$ cat config.mk
export PLATFORM = sky130hd
export DESIGN_NAME = find_key_then_sort_suffix
export DESIGN_NICKNAME = d
export VERILOG_FILES = /design/src/design/fks_pkg.sv /design/src/design/fks_csr.sv /design/src/design/fks_ctrl.sv /design/src/design/fks_dpath.sv /design/src/design/find_key_then_sort_suffix.sv
export SDC_FILE = /design/constraint.sdc
export NUM_CORES = 2
export LEC_CHECK = 0
export BUFFER_PORTS_ARGS = -buffer_cell sky130_fd_sc_hd__buf_2
export CAP_MARGIN = 20
export CORE_MARGIN = 4
export CORE_UTILIZATION = 56
export CTS_CLUSTER_DIAMETER = 80
export DETAILED_ROUTE_END_ITERATION = 12
export HOLD_SLACK_MARGIN = 0.06
export PLACE_DENSITY_LB_ADDON = 0.2
export SLEW_MARGIN = 20
export SYNTH_ARGS = -nofsm -noshare
export SYNTH_HDL_FRONTEND = slang
export SYNTH_SLANG_ARGS = --single-unit
$ cat constraint.sdc
create_clock -name clock -period 3.3 [get_ports clock]
set_input_delay 0 -clock clock [delete_from_list [all_inputs] [get_ports clock]]
set_output_delay 0 -clock clock [all_outputs]
set_load 0.01 [all_outputs]
$ cat src/design/fks_pkg.sv
// Shared constants, types and controller-to-datapath command formats for the key search block.
`default_nettype none

package fks_pkg;

   // List storage geometry.
   localparam int MAX_LEN = 32;
   localparam int IDX_W = $clog2(MAX_LEN);
   localparam int CNT_W = $clog2(MAX_LEN + 1);
   localparam int WORD_W = 32;
   localparam int POS_W = 5;
   localparam int CSR_ADDR_W = 3;
   localparam int CSR_DATA_W = 32;

   typedef logic signed [WORD_W-1:0] word_type;
   typedef logic [IDX_W-1:0] idx_type;
   typedef logic [CNT_W-1:0] cnt_type;
   typedef logic [POS_W-1:0] pos_type;

   // Read address source for the element store.
   typedef enum logic {
      RD_IDX,
      RD_JM1
   } rd_src_type;

   // Operation on the main index counter.
   typedef enum logic [1:0] {
      IDX_HOLD,
      IDX_ZERO,
      IDX_INC,
      IDX_SORT_START
   } idx_op_type;

   // Write port operation on the element store.
   typedef enum logic [1:0] {
      WR_NONE,
      WR_LOAD,
      WR_SHIFT,
      WR_CUR
   } wr_op_type;

   // Commands from the controller to the datapath.
   typedef struct packed {
      wr_op_type  wr_op;
      logic       rd_en;
      rd_src_type rd_src;
      idx_op_type idx_op;
      logic       count_clr;
      logic       found_clr;
      logic       found_set;
      logic       cur_ld;
      logic       j_dec;
      logic       rsp_ld;
   } cmd_type;

   // Status from the datapath to the controller.
   typedef struct packed {
      logic key_hit;
      logic idx_last;
      logic greater;
      logic j_at_from;
      logic sort_empty;
      logic rsp_free;
   } status_type;

endpackage

`default_nettype wire

$ cat src/design/fks_csr.sv
// APB register holding the search key.
`default_nettype none

module fks_csr (
   input  wire logic                                 clock,
   input  wire logic                                 reset,
   input  wire logic                                 psel,
   input  wire logic                                 penable,
   input  wire logic                                 pwrite,
   input  wire logic [fks_pkg::CSR_ADDR_W-1:0]       paddr,
   input  wire logic [fks_pkg::CSR_DATA_W-1:0]       pwdata,
   output logic      [fks_pkg::CSR_DATA_W-1:0]       prdata,
   output logic                                      pready,
   output fks_pkg::word_type                         key
);
   import fks_pkg::*;

   word_type key_ff;
   word_type key_in;
   logic     key_sel;

   // The key register is the only word; the upper address bit selects nothing.
   assign key_sel = (paddr[CSR_ADDR_W-1] == 1'b0);

   always_comb begin
      key_in = key_ff;
      if (psel && penable && pwrite && key_sel) begin
         key_in = word_type'(pwdata);
      end
   end

   always_ff @(posedge clock) begin
      if (reset) begin
         key_ff <= '0;
      end else begin
         key_ff <= key_in;
      end
   end

   // Reads return the key, or zero outside the register map.
   assign prdata = key_sel ? CSR_DATA_W'(key_ff) : '0;
   assign pready = 1'b1;
   assign key    = key_ff;

endmodule

`default_nettype wire

$ cat src/design/fks_ctrl.sv
// Controller state machine sequencing load, search, suffix sort and emission.
`default_nettype none

module fks_ctrl (
   input  wire logic                clock,
   input  wire logic                reset,
   input  wire logic                req_valid,
   input  wire logic                req_last,
   output logic                     req_stall,
   input  wire fks_pkg::status_type status,
   output fks_pkg::cmd_type         cmd
);
   import fks_pkg::*;

   typedef enum logic [3:0] {
      S_LOAD,
      S_SEARCH_RD,
      S_SEARCH_CMP,
      S_SORT_CHK,
      S_SORT_RDI,
      S_SORT_LDI,
      S_SORT_RDJ,
      S_SORT_CMP,
      S_SORT_PUT,
      S_EMIT_RD,
      S_EMIT_LD
   } state_type;

   state_type state_ff;
   state_type state_in;
   logic      req_stall_ff;
   logic      accept;

   assign accept = req_valid && !req_stall_ff;

   // Next state and command decode.
   always_comb begin
      state_in = state_ff;
      cmd = '{wr_op: WR_NONE, rd_en: 1'b0, rd_src: RD_IDX, idx_op: IDX_HOLD,
              count_clr: 1'b0, found_clr: 1'b0, found_set: 1'b0, cur_ld: 1'b0,
              j_dec: 1'b0, rsp_ld: 1'b0};
      case (state_ff)
         S_LOAD: begin
            if (accept) begin
               cmd.wr_op = WR_LOAD;
               if (req_last) begin
                  cmd.found_clr = 1'b1;
                  cmd.idx_op    = IDX_ZERO;
                  state_in      = S_SEARCH_RD;
               end
            end
         end
         S_SEARCH_RD: begin
            cmd.rd_en = 1'b1;
            state_in  = S_SEARCH_CMP;
         end
         S_SEARCH_CMP: begin
            if (status.key_hit) begin
               cmd.found_set = 1'b1;
               state_in      = S_SORT_CHK;
            end else if (status.idx_last) begin
               cmd.idx_op = IDX_ZERO;
               state_in   = S_EMIT_RD;
            end else begin
               cmd.idx_op = IDX_INC;
               state_in   = S_SEARCH_RD;
            end
         end
         // Skip the sort when fewer than two elements follow the key.
         S_SORT_CHK: begin
            if (status.sort_empty) begin
               cmd.idx_op = IDX_ZERO;
               state_in   = S_EMIT_RD;
            end else begin
               cmd.idx_op = IDX_SORT_START;
               state_in   = S_SORT_RDI;
            end
         end
         S_SORT_RDI: begin
            cmd.rd_en = 1'b1;
            state_in  = S_SORT_LDI;
         end
         S_SORT_LDI: begin
            cmd.cur_ld = 1'b1;
            state_in   = S_SORT_RDJ;
         end
         S_SORT_RDJ: begin
            cmd.rd_en  = 1'b1;
            cmd.rd_src = RD_JM1;
            state_in   = S_SORT_CMP;
         end
         // Shift the larger neighbor up, or drop the held element into its slot.
         S_SORT_CMP: begin
            if (status.greater) begin
               cmd.wr_op = WR_SHIFT;
               cmd.j_dec = 1'b1;
               state_in  = status.j_at_from ? S_SORT_PUT : S_SORT_RDJ;
            end else begin
               cmd.wr_op = WR_CUR;
               if (status.idx_last) begin
                  cmd.idx_op = IDX_ZERO;
                  state_in   = S_EMIT_RD;
               end else begin
                  cmd.idx_op = IDX_INC;
                  state_in   = S_SORT_RDI;
               end
            end
         end
         S_SORT_PUT: begin
            cmd.wr_op = WR_CUR;
            if (status.idx_last) begin
               cmd.idx_op = IDX_ZERO;
               state_in   = S_EMIT_RD;
            end else begin
               cmd.idx_op = IDX_INC;
               state_in   = S_SORT_RDI;
            end
         end
         // Read the next element only once the output register can take it.
         S_EMIT_RD: begin
            if (status.rsp_free) begin
               cmd.rd_en = 1'b1;
               state_in  = S_EMIT_LD;
            end
         end
         S_EMIT_LD: begin
            cmd.rsp_ld = 1'b1;
            if (status.idx_last) begin
               cmd.count_clr = 1'b1;
               state_in      = S_LOAD;
            end else begin
               cmd.idx_op = IDX_INC;
               state_in   = S_EMIT_RD;
            end
         end
         default: begin
            state_in = S_LOAD;
         end
      endcase
   end

   // State and registered stall.
   always_ff @(posedge clock) begin
      if (reset) begin
         state_ff     <= S_LOAD;
         req_stall_ff <= 1'b0;
      end else begin
         state_ff     <= state_in;
         req_stall_ff <= (state_in != S_LOAD);
      end
   end

   assign req_stall = req_stall_ff;

endmodule

`default_nettype wire

$ cat src/design/fks_dpath.sv
// Datapath: element store, counters, compare logic and the result register.
`default_nettype none

module fks_dpath (
   input  wire logic                  clock,
   input  wire logic                  reset,
   input  wire fks_pkg::cmd_type      cmd,
   output fks_pkg::status_type        status,
   input  wire fks_pkg::word_type     key,
   input  wire fks_pkg::word_type     req_value,
   input  wire logic                  rsp_stall,
   output logic                       rsp_valid,
   output fks_pkg::word_type          rsp_value_res,
   output fks_pkg::pos_type           rsp_position,
   output logic                       rsp_found,
   output fks_pkg::pos_type           rsp_key_position,
   output logic                       rsp_last_res
);
   import fks_pkg::*;

   word_type store_ff [MAX_LEN];
   word_type rd_data_ff;
   word_type cur_ff;
   cnt_type  count_ff, count_in;
   cnt_type  idx_ff, idx_in;
   cnt_type  j_ff, j_in;
   idx_type  kpos_ff, kpos_in;
   logic     found_ff, found_in;
   logic     rsp_valid_ff, rsp_valid_in;
   word_type rsp_value_ff;
   pos_type  rsp_position_ff;
   logic     rsp_found_ff;
   pos_type  rsp_key_position_ff;
   logic     rsp_last_ff;

   cnt_type  sort_start;
   cnt_type  j_m1;
   logic     room;
   logic     wr_en;
   idx_type  wr_addr;
   word_type wr_data;
   idx_type  rd_addr;

   assign sort_start = cnt_type'(kpos_ff) + cnt_type'(2);
   assign j_m1       = j_ff - cnt_type'(1);
   assign room       = (count_ff < cnt_type'(MAX_LEN));

   // Write port: loading appends, sorting writes at the hole position.
   always_comb begin
      wr_en   = 1'b0;
      wr_addr = count_ff[IDX_W-1:0];
      wr_data = req_value;
      case (cmd.wr_op)
         WR_LOAD: begin
            wr_en = room;
         end
         WR_SHIFT: begin
            wr_en   = 1'b1;
            wr_addr = j_ff[IDX_W-1:0];
            wr_data = rd_data_ff;
         end
         WR_CUR: begin
            wr_en   = 1'b1;
            wr_addr = j_ff[IDX_W-1:0];
            wr_data = cur_ff;
         end
         default: begin
            wr_en = 1'b0;
         end
      endcase
   end

   assign rd_addr = (cmd.rd_src == RD_JM1) ? j_m1[IDX_W-1:0] : idx_ff[IDX_W-1:0];

   // Element store with registered read data.
   always_ff @(posedge clock) begin
      if (wr_en) begin
         store_ff[wr_addr] <= wr_data;
      end
      if (cmd.rd_en) begin
         rd_data_ff <= store_ff[rd_addr];
      end
   end

   // Counters and search result.
   always_comb begin
      count_in = count_ff;
      if (cmd.count_clr) begin
         count_in = '0;
      end else if (cmd.wr_op == WR_LOAD && room) begin
         count_in = count_ff + cnt_type'(1);
      end

      case (cmd.idx_op)
         IDX_ZERO:       idx_in = '0;
         IDX_INC:        idx_in = idx_ff + cnt_type'(1);
         IDX_SORT_START: idx_in = sort_start;
         default:        idx_in = idx_ff;
      endcase

      j_in = j_ff;
      if (cmd.cur_ld) begin
         j_in = idx_ff;
      end else if (cmd.j_dec) begin
         j_in = j_m1;
      end

      found_in = found_ff;
      kpos_in  = kpos_ff;
      if (cmd.found_clr) begin
         found_in = 1'b0;
         kpos_in  = '0;
      end else if (cmd.found_set) begin
         found_in = 1'b1;
         kpos_in  = idx_ff[IDX_W-1:0];
      end

      rsp_valid_in = rsp_valid_ff;
      if (cmd.rsp_ld) begin
         rsp_valid_in = 1'b1;
      end else if (!rsp_stall) begin
         rsp_valid_in = 1'b0;
      end
   end

   always_ff @(posedge clock) begin
      if (reset) begin
         count_ff     <= '0;
         idx_ff       <= '0;
         j_ff         <= '0;
         found_ff     <= 1'b0;
         kpos_ff      <= '0;
         rsp_valid_ff <= 1'b0;
      end else begin
         count_ff     <= count_in;
         idx_ff       <= idx_in;
         j_ff         <= j_in;
         found_ff     <= found_in;
         kpos_ff      <= kpos_in;
         rsp_valid_ff <= rsp_valid_in;
      end
   end

   // Held insertion element and result payload.
   always_ff @(posedge clock) begin
      if (cmd.cur_ld) begin
         cur_ff <= rd_data_ff;
      end
      if (cmd.rsp_ld) begin
         rsp_value_ff        <= rd_data_ff;
         rsp_position_ff     <= pos_type'(idx_ff);
         rsp_found_ff        <= found_ff;
         rsp_key_position_ff <= found_ff ? pos_type'(kpos_ff) : '0;
         rsp_last_ff         <= status.idx_last;
      end
   end

   // Status back to the controller.
   always_comb begin
      status.key_hit    = (rd_data_ff == key);
      status.idx_last   = ((idx_ff + cnt_type'(1)) == count_ff);
      status.greater    = (rd_data_ff > cur_ff);
      status.j_at_from  = (j_ff == sort_start);
      status.sort_empty = (sort_start >= count_ff);
      status.rsp_free   = !rsp_valid_ff || !rsp_stall;
   end

   assign rsp_valid        = rsp_valid_ff;
   assign rsp_value_res    = rsp_value_ff;
   assign rsp_position     = rsp_position_ff;
   assign rsp_found        = rsp_found_ff;
   assign rsp_key_position = rsp_key_position_ff;
   assign rsp_last_res     = rsp_last_ff;

endmodule

`default_nettype wire

$ cat src/design/find_key_then_sort_suffix.sv
// Top level of the key search and suffix sort block.
`default_nettype none

// Elements arrive one per cycle while the input is not stalled and are stored in a
// 32-entry memory; further elements of an overlong list are dropped, and the closing
// transaction still ends it. After the closing transaction the block stalls its input
// while it scans for the first element equal to the key, then, if the key is found and
// at least two elements follow it, insertion-sorts the elements after the key through
// the memory's read and write ports (each element is read, held, compared with its
// neighbors and placed, and each larger neighbor is shifted up one place), then emits
// the list, reading each element before it loads the output register. The input is
// taken again as soon as the last result sits in the output register.

module find_key_then_sort_suffix (
   input  wire logic                            clock,
   input  wire logic                            reset,
   input  wire logic                            req_valid,
   output logic                                 req_stall,
   input  wire logic signed [31:0]              req_value,
   input  wire logic                            req_last,
   output logic                                 rsp_valid,
   input  wire logic                            rsp_stall,
   output logic signed [31:0]                   rsp_value_res,
   output logic [4:0]                           rsp_position,
   output logic                                 rsp_found,
   output logic [4:0]                           rsp_key_position,
   output logic                                 rsp_last_res,
   input  wire logic                            psel,
   input  wire logic                            penable,
   input  wire logic                            pwrite,
   input  wire logic [fks_pkg::CSR_ADDR_W-1:0]  paddr,
   input  wire logic [fks_pkg::CSR_DATA_W-1:0]  pwdata,
   output logic      [fks_pkg::CSR_DATA_W-1:0]  prdata,
   output logic                                 pready
);
   import fks_pkg::*;

   cmd_type    cmd;
   status_type status;
   word_type   key;

   // Search key register.
   fks_csr u_csr (
      .clock   (clock),
      .reset   (reset),
      .psel    (psel),
      .penable (penable),
      .pwrite  (pwrite),
      .paddr   (paddr),
      .pwdata  (pwdata),
      .prdata  (prdata),
      .pready  (pready),
      .key     (key)
   );

   // Sequencer.
   fks_ctrl u_ctrl (
      .clock     (clock),
      .reset     (reset),
      .req_valid (req_valid),
      .req_last  (req_last),
      .req_stall (req_stall),
      .status    (status),
      .cmd       (cmd)
   );

   // Storage and compare datapath.
   fks_dpath u_dpath (
      .clock            (clock),
      .reset            (reset),
      .cmd              (cmd),
      .status           (status),
      .key              (key),
      .req_value        (req_value),
      .rsp_stall        (rsp_stall),
      .rsp_valid        (rsp_valid),
      .rsp_value_res    (rsp_value_res),
      .rsp_position     (rsp_position),
      .rsp_found        (rsp_found),
      .rsp_key_position (rsp_key_position),
      .rsp_last_res     (rsp_last_res)
   );

endmodule

`default_nettype wire

==> results.cfg <==
[routing]
drtAntennaViolNets = 0
drcViolationCount = 0
drt_iter0_drc = 4033
num_vias = 27800
finalWirelength_mm = 135
first_pass_iters = 8
avgViaCountPerCell = 6.50
wl_per_cell_um = 31.6

[min_path]
hp-class = input port to register

[synthesis]
ys_ff_latch = 1194
syn_area_um2 = 47900
synth_commonest_cells = 1132 x edfxtp_1, 256 x mux4_2, 126 x nand2_1
ys_types = 66
synth_most_common_cell = edfxtp_1
synth_area_per_cell_um2 = 18.9
synth_edf_count = 1132
yosysTopAreaCell = edfxtp_1
synthCells = 2536
synth_top_cell_area_share_pct = 70.9
synth_ff_type = edfxtp_1
ys_top_cells_by_area = edfxtp_1 71%, mux4_2 12%, dfxtp_1 2.6%
synth_seq_area_share_pct = 73.5
async_flop_share_pct = 0
synth_nets = 2653
yosysWarnings = 0

[global_routing]
grt_pass1_vias = 27400
grtUsageTotal_pct = 29.7
grt_pass1_wl_mm = 192
use_met2_pct = 46.3
gr-usage-met3_pct = 6.58
grt_max_degree = 59
grt_antenna_before_repair = 2
top_usage_layer = met2
gr-usage-met1_pct = 42.6
gr-total-overflow = 0

[worst_setup_path]
cp_slowest_cell = a222oi_1
crit_family = compound AO/OA/AOI/OAI gates
path_buf_inv = 5
path_cells = ha_1 > nor2b_1 > o211ai_1 > a21boi_1 > o31a_1 > o211a_1 > and2_4 > buf_12 > buf_4 > a222oi_1 > inv_1 > buf_6 > clkbuf_16
reg2reg_slack_ns = -0.74
cp.required_ns = 3.75
crit_fanout = 8
setup.worst_path.class = register to register
endpoint_kind = register
max_stage_delay_ns = 0.87
critPathLaunchType = register
crit_arrival_ns = 4.49

[clock_tree]
tritoncts = built
htree_levels = 3
clock-sinks = 1194
insertion_delay_ns = 0.72
numCtsBuffers = 117
clk_pin_slew_ns = 0.06
cts_max_path_buffers = 3
cts-root-buf = clkbuf_16

[floorplanning]
start_util_pct = 56.4
std_cell_rows = 107
io_pins = 154
core_area_um2 = 85000
die_x_um = 301
dieArea_um2 = 90300
die_height_um = 301

[layout]
syn_to_final_growth_pct = 20.9
layoutNonFillerInstCount = 4272
fillers = 5192
final_net_count = 3149
drive_gt1_share_pct = 30.6

[placement]
portBuffers = 150
hpwl_mm = 78.2
dpl.cell_count = 3919
gp_congestion = 0.918

[sta]
setup-tns-final_ns = -250.99
setup_viol = 946
relSlewSlack_pct = 25.8
fin_crit_ns = 4.04
worst_slew_pin_slew_ns = 1.11
grt_setup_unrepaired = true
final-hold-violation-count = 0
skew_ns = 0.0365
slew_viol_final = 0
max_freq_ghz = 0.248
layout_setup_ws_ns = -0.738
finalCritPeriodShare_pct = 122

[pwr]
p_per_area_nw_per_um2 = 562
power.leakage_nw = 20.5
vdd_drop_max_mv = 0.461

[run]
maxCapViolCount = 0

[outcome]
failed_checks = setup timing
status = finished with violations
[tightest hold or removal path, delay by kind of cell]
kind,cells,cell delay [ns]
AO/OA/AOI/OAI,1,0.09
buffers and inverters,3,0.55
[metal layers]
| metal | wire, um | vias up |
|---|---|---|
| li1 | - | 11200 |
| met1 | 50400 | 14400 |
| met2 | 63500 | 1897 |
| met3 | 16500 | 281 |
| met4 | 4530 | 0 |
| met5 | 0 | - |
[flip-flops by register name, summed over array words and instances (netlist names), 6 cells and up]
register               count
u_csr.key                 32
u_dpath.idx_ff             6
u_dpath.cur_ff            32
u_dpath.j_ff               6
u_dpath.count_ff           6
u_dpath.store_ff        1024
u_dpath.rsp_value_res     32
u_dpath.rd_data_ff        32
[placed cells by master, fill, tap and decap left out, types with 79 or more instances in the layout]
cell           netlist  routed
mux4_2             256     256
buf_4               22     135
edfxtp_1          1132    1132
a21oi_1             88      88
buf_12               0      99
clkbuf_16            0     125
inv_1               82      79
buf_2               45     151
dlygate4sd3_1        0     103
nand2_1            126     126
[power breakdown]
part	switching [mW]	internal (mW)	total [mW]
Sequential	0.0994	16.9	17.0
Clock	5.63	7.14	12.8
Combinational	1.58	1.19	2.78
Total	7.32	25.3	32.6
[cell families (layout without fill, tap and decap cells)]
group                    count (synthesis)  in the layout  synth area share, %
AND/OR/NAND/NOR                        363            363                 3.53
multiplexers                           394            394                 15.1
buffers and inverters                  217            808                 2.00
adder cells (fa/ha/maj)                 42             42                 1.10
flip-flops                            1194           1194                 73.5
other                                    1              2              0.00782
AO/OA/AOI/OAI                          265            265                 3.67
XOR/XNOR                                60             60                 1.10
[what timing repair did]
action,CTS,global route
hold buffers,103,0
gates resized for setup,23,15
endpoints found under the hold margin,921,0
endpoints found under the setup margin,643,1070
buffers inserted,14,8
cloned,5,9
pin swaps,12,10
[worst paths after layout]
| kind | from | endpoint | cells past startpoint |
|---|---|---|---|
| worst max register to register | u_dpath.rd_data_ff[1] | u_dpath.store_ff[31][27] | 13 |
| worst min-delay path | req_value[20] | u_dpath.store_ff[3][20] | 4 |
| worst min register to register | u_dpath.found_ff | u_dpath.rsp_found | 0 |
| worst max-delay path | u_dpath.rd_data_ff[1] | u_dpath.store_ff[31][27] | 13 |
[area by class of cell]
| cell class | count | area [um^2] | share of cell area (%) |
|---|---|---|---|
| Antenna cell | 1 | 2.50 | 0.00432 |
| Clock buffer | 146 | 3070 | 5.30 |
| Clock inverter | 68 | 583 | 1.01 |
| Inverter | 84 | 315 | 0.544 |
| Multi-Input combinational cell | 1125 | 12100 | 20.9 |
| Sequential cell | 1194 | 35200 | 60.8 |
| Tap cell | 1144 | 1430 | 2.47 |
| Timing Repair Buffer | 510 | 5220 | 9.00 |
[metrics by stage]
| step | hold WS (ns) | util, % | setup slack (ns) | instance area [um^2] | total power [mW] |
|---|---|---|---|---|---|
| 6_report | 0.134 | 68.1 | -0.738 | 57900 | 32.6 |
| 5_1_grt | 0.142 | 68.1 | -0.811 | 57900 | 33.6 |
| 4_1_cts | 0.0844 | 67.8 | -0.529 | 57600 | 32.6 |
| 3_5_place_dp | 0.249 | 61.9 | -0.549 | 52600 | 19.9 |
| 3_3_place_gp | 0.241 | 61.9 | -0.531 | 52600 | 19.8 |
| 2_1_floorplan | 0.0464 | - | -0.334 | 48000 | 18.7 |
Power figures use the tool's default switching activity.
